## src/rtl/core/rxs_pkg.sv

```systemverilog
`timescale 1ns / 1ps
`default_nettype none

package rxs_pkg;

  localparam int unsigned DataW  = 32;
  localparam int unsigned RateW  = 31;
  localparam int unsigned RadixW = 5;
  localparam int unsigned CarryW = 30;
  localparam int unsigned CfgW   = 32;

  localparam logic [RadixW-1:0] RadixLimit = 5'd30;
  localparam logic [DataW-1:0]  Q31Max     = 32'h7FFF_FFFF;
  localparam logic [DataW-1:0]  Q31Min     = 32'h8000_0000;

  typedef enum logic [0:0] {
    CFG_RATE  = 1'b0,
    CFG_RADIX = 1'b1
  } cfg_idx_e;

  typedef struct packed {
    logic [RateW-1:0]  rate;
    logic [RadixW-1:0] radix;
  } cfg_t;

endpackage

`default_nettype wire

```

## src/rtl/core/radix_exponential_slew.sv

```systemverilog
`timescale 1ns / 1ps
`default_nettype none

// One-pole exponential smoother: each target transfer moves the held Q31 value
// towards the target by rate times the remaining distance, carrying the low
// radix bits of the step forward so small steps are not lost. One item is taken
// every cycle while the output is not stalled; each target is captured in the
// input register, then the state/result register takes the stepped result. The
// rate is set by the state update loop, which passes through the 31x31 multiplier
// once per item. rate and radix are to be written through the cfg port only while
// the stream is idle; the block itself does not enforce this. Radix values above
// 30 are held at 30. Value and carry reset to zero.
module radix_exponential_slew
  import rxs_pkg::*;
(
  input  wire logic             clk_i,
  input  wire logic             rst_ni,

  input  wire logic             s_axis_tvalid,
  output logic                  s_axis_tready,
  input  wire logic [DataW-1:0] s_axis_tdata,   // [31:0] target

  output logic                  m_axis_tvalid,
  input  wire logic             m_axis_tready,
  output logic      [DataW-1:0] m_axis_tdata,   // [31:0] smoothed

  input  wire logic             cfg_valid_i,
  output logic                  cfg_ready_o,
  input  wire logic [0:0]       cfg_index_i,
  input  wire logic [CfgW-1:0]  cfg_data_i
);

  cfg_t              cfg;
  logic              in_valid_q, in_valid_d;
  logic [DataW-1:0]  in_target_q;
  logic              out_valid_q, out_valid_d;
  logic [DataW-1:0]  cur_q, cur_d;
  logic [CarryW-1:0] carry_q, carry_d;
  logic [DataW-1:0]  step_cur;
  logic [CarryW-1:0] step_carry;
  logic              advance;

  rxs_cfg u_cfg (
    .clk_i       (clk_i),
    .rst_ni      (rst_ni),
    .cfg_valid_i (cfg_valid_i),
    .cfg_ready_o (cfg_ready_o),
    .cfg_index_i (cfg_index_i),
    .cfg_data_i  (cfg_data_i),
    .cfg_o       (cfg)
  );

  rxs_step u_step (
    .cfg_i    (cfg),
    .target_i (in_target_q),
    .cur_i    (cur_q),
    .carry_i  (carry_q),
    .cur_o    (step_cur),
    .carry_o  (step_carry)
  );

  // the held value doubles as the result register: it only changes when the
  // result slot is free to take the next one
  assign advance       = !out_valid_q || m_axis_tready;
  assign s_axis_tready = !in_valid_q || advance;

  always_comb begin
    in_valid_d  = in_valid_q;
    out_valid_d = out_valid_q;
    cur_d       = cur_q;
    carry_d     = carry_q;
    if (advance) begin
      out_valid_d = in_valid_q;
      if (in_valid_q) begin
        cur_d   = step_cur;
        carry_d = step_carry;
      end
    end
    if (s_axis_tready) begin
      in_valid_d = s_axis_tvalid;
    end
  end

  always_ff @(posedge clk_i or negedge rst_ni) begin
    if (!rst_ni) begin
      in_valid_q  <= 1'b0;
      out_valid_q <= 1'b0;
      cur_q       <= '0;
      carry_q     <= '0;
    end else begin
      in_valid_q  <= in_valid_d;
      out_valid_q <= out_valid_d;
      cur_q       <= cur_d;
      carry_q     <= carry_d;
    end
  end

  always_ff @(posedge clk_i) begin
    if (s_axis_tvalid && s_axis_tready) begin
      in_target_q <= s_axis_tdata;
    end
  end

  assign m_axis_tvalid = out_valid_q;
  assign m_axis_tdata  = cur_q;

endmodule

`default_nettype wire

```

## src/rtl/core/rxs_cfg.sv

```systemverilog
`timescale 1ns / 1ps
`default_nettype none

module rxs_cfg
  import rxs_pkg::*;
(
  input  wire logic            clk_i,
  input  wire logic            rst_ni,
  input  wire logic            cfg_valid_i,
  output logic                 cfg_ready_o,
  input  wire logic [0:0]      cfg_index_i,
  input  wire logic [CfgW-1:0] cfg_data_i,
  output cfg_t                 cfg_o
);

  cfg_t cfg_q, cfg_d;
  logic [RadixW-1:0] radix_in;

  assign cfg_ready_o = 1'b1;
  // radix beyond the usable range clamps to the limit
  assign radix_in = (cfg_data_i[RadixW-1:0] > RadixLimit) ? RadixLimit
                                                          : cfg_data_i[RadixW-1:0];

  always_comb begin
    cfg_d = cfg_q;
    if (cfg_valid_i) begin
      unique case (cfg_idx_e'(cfg_index_i))
        CFG_RATE:  cfg_d.rate  = cfg_data_i[RateW-1:0];
        CFG_RADIX: cfg_d.radix = radix_in;
        default:   cfg_d = cfg_q;
      endcase
    end
  end

  always_ff @(posedge clk_i or negedge rst_ni) begin
    if (!rst_ni) begin
      cfg_q <= '0;
    end else begin
      cfg_q <= cfg_d;
    end
  end

  assign cfg_o = cfg_q;

endmodule

`default_nettype wire

```

## src/rtl/core/rxs_step.sv

```systemverilog
`timescale 1ns / 1ps
`default_nettype none

module rxs_step
  import rxs_pkg::*;
(
  input  cfg_t                   cfg_i,
  input  wire logic [DataW-1:0]  target_i,
  input  wire logic [DataW-1:0]  cur_i,
  input  wire logic [CarryW-1:0] carry_i,
  output logic      [DataW-1:0]  cur_o,
  output logic      [CarryW-1:0] carry_o
);

  logic [DataW:0]         diff;
  logic [DataW:0]         diff_abs;
  logic                   diff_neg;
  logic                   diff_zero;
  logic [RateW-1:0]       mag;
  logic [2*RateW-1:0]     mag_wide;
  logic [RateW-1:0]       shifted;
  logic [2*RateW-1:0]     prod_full;
  logic [RateW-1:0]       prod;
  logic [DataW-1:0]       sum_raw;
  logic [RateW-1:0]       sum;
  logic [CarryW-1:0]      carry_mask;
  logic [RateW-1:0]       inc;
  logic [DataW:0]         nxt_raw;

  always_comb begin
    diff      = {target_i[DataW-1], target_i} - {cur_i[DataW-1], cur_i};
    diff_neg  = diff[DataW];
    diff_zero = (diff == '0);
    diff_abs  = diff_neg ? (~diff + 1'b1) : diff;
    // full-scale distance saturates to Q31 max
    mag       = diff_abs[DataW-1] ? Q31Max[RateW-1:0] : diff_abs[RateW-1:0];

    mag_wide  = {{RateW{1'b0}}, mag} << cfg_i.radix;
    shifted   = (mag_wide[2*RateW-1:RateW] != '0) ? Q31Max[RateW-1:0]
                                                  : mag_wide[RateW-1:0];

    // Q31 product: drop the low 31 bits
    prod_full = shifted * cfg_i.rate;
    prod      = prod_full[2*RateW-1:RateW];

    sum_raw   = {1'b0, prod} + {{(DataW-CarryW){1'b0}}, carry_i};
    sum       = sum_raw[DataW-1] ? Q31Max[RateW-1:0] : sum_raw[RateW-1:0];

    carry_mask = ~({CarryW{1'b1}} << cfg_i.radix);
    carry_o    = sum[CarryW-1:0] & carry_mask;
    inc        = sum >> cfg_i.radix;

    if (diff_neg) begin
      nxt_raw = {cur_i[DataW-1], cur_i} - {2'b00, inc};
    end else begin
      nxt_raw = {cur_i[DataW-1], cur_i} + {2'b00, inc};
    end

    if (diff_zero) begin
      cur_o = cur_i;
    end else begin
      unique case (nxt_raw[DataW:DataW-1])
        2'b01:   cur_o = Q31Max;
        2'b10:   cur_o = Q31Min;
        default: cur_o = nxt_raw[DataW-1:0];
      endcase
    end
  end

endmodule

`default_nettype wire
```

## config.mk

```make
export PLATFORM = sky130hd
export DESIGN_NAME = radix_exponential_slew
export DESIGN_NICKNAME = d
export VERILOG_FILES = /design/src/rtl/core/rxs_pkg.sv /design/src/rtl/core/radix_exponential_slew.sv /design/src/rtl/core/rxs_cfg.sv /design/src/rtl/core/rxs_step.sv
export SDC_FILE = /design/constraint.sdc
export NUM_CORES = 2
export LEC_CHECK = 0
export ABC_AREA = 1
export BUFFER_PORTS_ARGS = -buffer_cell sky130_fd_sc_hd__buf_2
export CORE_ASPECT_RATIO = 0.75
export CORE_MARGIN = 1
export CORE_UTILIZATION = 45
export CTS_BUF_LIST = sky130_fd_sc_hd__clkbuf_4 sky130_fd_sc_hd__clkbuf_8 sky130_fd_sc_hd__clkbuf_16
export CTS_CLUSTER_DIAMETER = 150
export DETAILED_ROUTE_END_ITERATION = 6
export PLACE_DENSITY_LB_ADDON = 0.05
export SLEW_MARGIN = 20
export SYNTH_ARGS = -nofsm -noshare
export SYNTH_HDL_FRONTEND = slang
export SYNTH_SLANG_ARGS = --single-unit
```

## constraint.sdc

```tcl
create_clock -name clk_i -period 25.8 [get_ports clk_i]
set_input_delay 3.87 -clock clk_i [delete_from_list [all_inputs] [get_ports clk_i]]
set_output_delay 3.87 -clock clk_i [all_outputs]
set_load 0.01 [all_outputs]
```

# == After elaboration in Yosys (flattened, before gate mapping) ==
# Cells that the tools add are included.
# totals
ff_bits,132
in_bits,70
out_inout_bits,35
# op_classes
n_addsub,5
multipliers,1
n_lt_le_gt_ge,1
n_eq_ne,2
shift,3
mux,7
bitwise,5
n_reduce_logical,11
# ops
cell,n
$mux W31,3
$sub A32 B32 Y33,2
$pmux W32 S2,1
$mul A31 B31 Y62,1
$shl A31 B5 Y62,1
$add A32 B32 Y33,1
$logic_not A33 Y1,1
$mux W33,1
$add A31 B30 Y32,1
$add A32 B1 Y32 const B,1
$mux W32,1
$not A32 Y32,1
$reduce_bool A31 Y1,1
$shr A31 B5 Y31,1
$and A30 B30 Y30,1
$not A30 Y30,1
$shl A30 B5 Y30 const A,1
$reduce_and A2 Y1,3
$gt A5 B5 Y1 const B,1
$mux W5,1
$reduce_and A3 Y1,1
$eq A2 B1 Y1 const B,1
$eq A2 B2 Y1 const B,1
$logic_not A1 Y1,2
other kinds (3),5

# == Depth between registers and ports, before layout ==
# logic_depth
ltp_word,16
ltp_mapped,150

# == Cells and area by module ==
# From an unflattened synthesis, not the netlist that was laid out.
# unflattened
hier_cells,6662
area_unflattened_um2,47548.1
# by_module_without_submodules
module,n_inst,cells_each,area_each_um2
rxs_step,1,6194,42555.8
radix_exponential_slew,1,309,3497.1
rxs_cfg,1,159,1495.2

# == Least setup slack after synthesis ==
# Ideal clock, no wire load.
# synth_path
kind,register -> register
from,register cur_q[0] (netlist: m_axis_tdata[0])
to,register cur_q[30] (netlist: m_axis_tdata[30])
arrival_time_ns,18.809
t_required_ns,25.638
slack_ns,6.829
path_stages_with_launch,132
cell_sequence,dfrtp_1 -> ha_1 -> fa_1 -> ha_1 -> inv_1 -> nor2_1 -> nand2_1 -> nor2_1 -> nand2_1 -> nor2_1 -> nand3_1 -> nor2_2 -> nand2_1 -> o21ai_1 -> nand3_1 -> nand2_1 -> nand3_1 -> nand3_1 -> (+96 left out) -> nor2_1 -> nor2_1 -> nor2_1 -> o21a_1 -> nor2_1 -> nor2_1 -> nand4_1 -> o211ai_1 -> xor2_1 -> inv_1 -> nand3_1 -> nand2_1 -> ha_1 -> clkbuf_1 -> inv_2 -> a21oi_1 -> clkbuf_1 -> a22oi_1
# synth_via
elab_chain_len,16
word_cells_on_any_way,21
classes_between,add/sub (5); mul (1); eq/ne (2); shift (2); mux (6); bitwise (2); reduce/logical (3)
# synth_rtl
element,line_no,rtl
start: declaration,radix_exponential_slew.sv:37,"logic [DataW-1:0] cur_q, cur_d;"
start signal: assignment,radix_exponential_slew.sv:93,cur_q <= cur_d;
$sub A32 B32 Y33,rxs_step.sv:31,"diff = {target_i[DataW-1], target_i} - {cur_i[DataW-1], cur_i};"
$not A32 Y32,rxs_step.sv:34,diff_abs = diff_neg ? (~diff + 1'b1) : diff;
$add A32 B1 Y32,rxs_step.sv:34,
$mux W32,rxs_step.sv:34,
$mux W31,rxs_step.sv:36,mag = diff_abs[DataW-1] ? Q31Max[RateW-1:0] : diff_abs[RateW-1:0];
$shl A31 B5 Y62,rxs_step.sv:38,"mag_wide = {{RateW{1'b0}}, mag} << cfg_i.radix;"
$reduce_bool A31 Y1,rxs_step.sv:39,shifted = (mag_wide[2*RateW-1:RateW] != '0) ? Q31Max[RateW-1:0]
$mux W31,rxs_step.sv:39,
$mul A31 B31 Y62,rxs_step.sv:43,prod_full = shifted * cfg_i.rate;
$add A31 B30 Y32,rxs_step.sv:46,"sum_raw = {1'b0, prod} + {{(DataW-CarryW){1'b0}}, carry_i};"
$mux W31,rxs_step.sv:47,sum = sum_raw[DataW-1] ? Q31Max[RateW-1:0] : sum_raw[RateW-1:0];
$shr A31 B5 Y31,rxs_step.sv:51,inc = sum >> cfg_i.radix;
$add A32 B32 Y33 / $sub A32 B32 Y33 (equally long branches),"rxs_step.sv:56, rxs_step.sv:54",
$mux W33,rxs_step.sv:53,if (diff_neg) begin
$eq A2 B2 Y1 / $eq A2 B1 Y1 (equally long branches),rxs_step.sv:62,unique case (nxt_raw[DataW:DataW-1])
$pmux W32 S2,rxs_step.sv:62,
# Several ways; a longest one is shown, not always the timed one.
# A chain may end at the register's enable or synchronous reset.

# == Worst setup path after layout ==
# layout_path
from,register cur_q[1] (netlist: m_axis_tdata[1])
to,register cur_q[0] (netlist: m_axis_tdata[0])
# The elaborated chain is that of the path after synthesis.

==> reports/metrics.sh <==
POSTROUTEWIRELENGTH_UM=151200
CP_TOP_FAMILY='simple AND/OR/NAND/NOR gates'
CRIT_PATH_FREQUENT_CELL='nand2_1'
FIN_CRIT_SH=0.9193
CTS_NUM_SINKS=132
CTS-BUFFERS-INSERTED=17
WORST_HOLD_PATH.NUM_CELLS=1
CRIT_SLOWEST_CELL='o21ai_0'
CTS_MAX_LEVEL=4
CRIT_PATH_END_KIND='flip-flop'
TOTAL_OF_FLIP_FLOPS_PLUS_LATCHES_AFTER_SYNTHESIS=132
SYNTHESIS.NETS=7771
FLIP_FLOP_CELL_WITH_THE_HIGHEST_COUNT_AFTER_SYNTHESIS='dfrtp_1'
WORSTSKEWPAIRLATENCY_PS=540
CRIT_TYPE='reg -> reg'
FINAL_NETS=7687
USE_MET3=0.05831
WIRE_LENGTH_OF_THE_FIRST_GLOBAL_ROUTING_PASS_UM=237300
ANTENNA_FOUND_INITIAL=2
HOLDCRITPATHCLASS='reg -> reg'
ROUTE.VIAS.TOTAL=40825
FF2FF_PATH_DEPTH=133
ARRIVAL_PS=24110
GRT_START_MAX_NET_PINS=67
CLOCKROOTBUFFER='clkbuf_16'
TIMING.FINAL.MAX_SLEW_VIOLATIONS=0
R2R_SETUP_SLACK_PS=2080
DRC=0
AREA.GROWTH.SYNTH_TO_FINAL_PCT=5.177
MAX-SLEW-MARGIN-REL=0.2200
CRIT_BUF_INV=24
REPORT.FINAL.SETUP_VIOL=0
START_UTIL=0.4552
GRT_USE_MET1=0.4416
TOTALNEGATIVESETUPSLACK_PS=0
SETUP.WORST_PATH.START_CLASS='flip-flop'
ROUTE.DETAILED.WL_PER_INST_UM=19.42
DESIGN.DIE.AREA_UM2=105900
TRITONCTS='yes'
FILL_CELLS=10603
CAP_VIOL_MAX_COUNT=0
DP_WORST_SETUP_SLACK_PS=2149
GRT_SETUP_UNREPAIRED='false'
GRT_UTIL_ALL_LAYERS=0.2949
CORE_REGION_AREA_UM2=103400
IOS=105
GRT_UTIL_MET2=0.4320
FIN_UTIL=0.4788
PORTBUFFERS=102
POSTSYNTHAREAPERCELL_UM2=7.233
DRT.ANTENNA.VIOLATING_NETS=0
GRT_BUSIEST_LAYER='met1'
CELLS_AFTER_SYNTHESIS=6506
PLACER_CONGESTION=0.9375
POST-PLACE-CELLS=7755
CTS_MAX_PATH_BUFFERS=2
FINAL_HOLD_VIOL_COUNT=0
CLOCK_SKEW_PS=29.19
MULTI_INPUT_AREA_UM2=36540
REGTOREGSTARTPOINT='m_axis_tdata[1]'
SLOWEST_DELAY_PS=820
SYNTH_AREA_UM2=47060
CLK_TRANSITION_REPORTED_PATHS_PS=70
FIRST_ITERATION_DETAILED_ROUTING_DRC_COUNT=3485
FP.DIEH_UM=282.0
YS_SEQ_AREA_FRAC=0.07360
POST-CTS-SETUP-BUFFERS=0
WORST-SLEW-PIN-TRANSITION_PS=1170
HOLD_PATH_STARTPOINT='carry_q[15]'
FP.DIEW_UM=375.4
LAYOUT.AREA.SEQ_UM2=3485
YOSYSWARNINGCOUNT=0
DP.FINAL_HPWL_UM=120100
ROUTER_ITERATIONS_BEFORE_ANTENNA_REPAIR=7
TIMING.HOLD.WORST_ENDPOINT='carry_q[15]'
RUN_STATUS='completed'
WORSTPATHMAXFANOUT=49
DRIVE_GT1_FRAC=0.06014
WORST_EP_REQUIRED_TIME_PS=26190
POST_SYNTH_ARST_SHARE=0.7576
STD_CELL_ROWS=102
SYNTHDISTINCTLIBCELLS=59
MAX_CLOCK_FREQ_MHz=42.16
VIAS_IN_THE_FIRST_GLOBAL_ROUTE=40370
EDFF_COUNT_SYNTH=32
GRT.OVERFLOW.TOTAL=0
VIASPERCELL=5.242
LAYOUT_MIN_CYCLE_TIME_PS=23720
SETUP_SLACK_PS=2082
R2R_END='m_axis_tdata[0]'
LAYOUT.CELLS.NON_FILLER=7788
## worst register-to-register path: cells and delay by family (launching register included)
kind | cells | cell delay, ps
xor gates and xnor gates | 2 | 420
and+or+nand+nor | 67 | 7490
adders and majority gates | 14 | 5890
buffers and inverters | 24 | 3690
AOI/OAI and AO/OA | 26 | 5580
DFF | 1 | 560
## routing by layer
layer	vias up	wire length, um
met5	-	0
met4	0	3689
met3	176	12430
met2	1376	63030
met1	20022	72060
li1	19251	-
## how the worst max path moves through the flow
| stage | cells past startpoint | startpoint | slack [ps] | to |
|---|---|---|---|---|
| floorplan | 131 | m_axis_tdata[0] | 6830 | m_axis_tdata[30] |
| global placement | 135 | m_axis_tdata[1] | 2220 | m_axis_tdata[0] |
| detailed placement | 129 | m_axis_tdata[1] | 2150 | m_axis_tdata[0] |
| CTS | 131 | m_axis_tdata[1] | 2080 | m_axis_tdata[0] |
| global route | 129 | m_axis_tdata[1] | 50 | m_axis_tdata[0] |
| finish | 133 | m_axis_tdata[1] | 2080 | m_axis_tdata[0] |
## cell usage after synthesis (all sizes together), types with 32 or more instances
cell    instances  area [um^2]
dfrtp         100         2502
nor2          259         1037
o21ai         155        787.0
nand4          74        462.9
ha            356         4454
a22oi          32        240.2
nand2        1834         6959
a21oi         191        955.9
nand3         490         2547
xor2           66        585.6
fa            839        16800
xnor2          38        332.8
edfxtp         32        960.9
inv          1588         5963
buf            88        430.4
clkbuf        202        758.2
## placed cells by master (no fill, tap or decap), types with 65 or more instances in the layout
cell type / instances
ha_1: 356
xor2_1: 65
nor2_1: 239
nand4_1: 74
fa_1: 839
buf_4: 85
nand2_1: 1811
buf_2: 101
o21ai_0: 135
dfrtp_1: 83
nand3_1: 474
inv_1: 1548
a21oi_1: 190
## kinds of logic after synthesis
kind of cell,count (synthesis),share of synthesized area
compound gates,470,0.05783
xor+xnor,104,0.01952
fa+ha+maj,1195,0.4516
buf+inv,1886,0.1526
flops,132,0.07360
mux,27,0.006461
other cells,1,0.00007969
simple gates,2691,0.2383
## registers in the layout (all words and copies together) (netlist names)
signal         count
m_axis_tvalid      1
in_target_q       32
in_valid_q         1
m_axis_tdata      32
carry_q           30
u_cfg.cfg_o       36
## what timing repair did
item | CTS | global route
gates resized for setup | 0 | 5
setup endpoints to repair | 0 | 32
hold buffers | 0 | 0
## cell type report
cell class / count / area share
timing repair buffer: 187 / 0.02351
multi-input combinational: 4488 / 0.7383
sequential: 132 / 0.07041
tap: 1352 / 0.03418
clock inverter: 13 / 0.002781
clock buffer: 19 / 0.009607
antenna: 1 / 0.00005056
inverter: 1596 / 0.1212
## stage by stage
step                cell area (um^2)  hold WS [ps]
detailed placement             48860         472.8
floorplan                      47060         453.2
global placement               48850         472.6
global route                   49490         497.5
CTS                            49470         492.1
finish                         49490         488.0
Power is left out: the tool's default activity adds up to more than one toggle a clock period on the data nets, which glitch-free logic cannot reach.
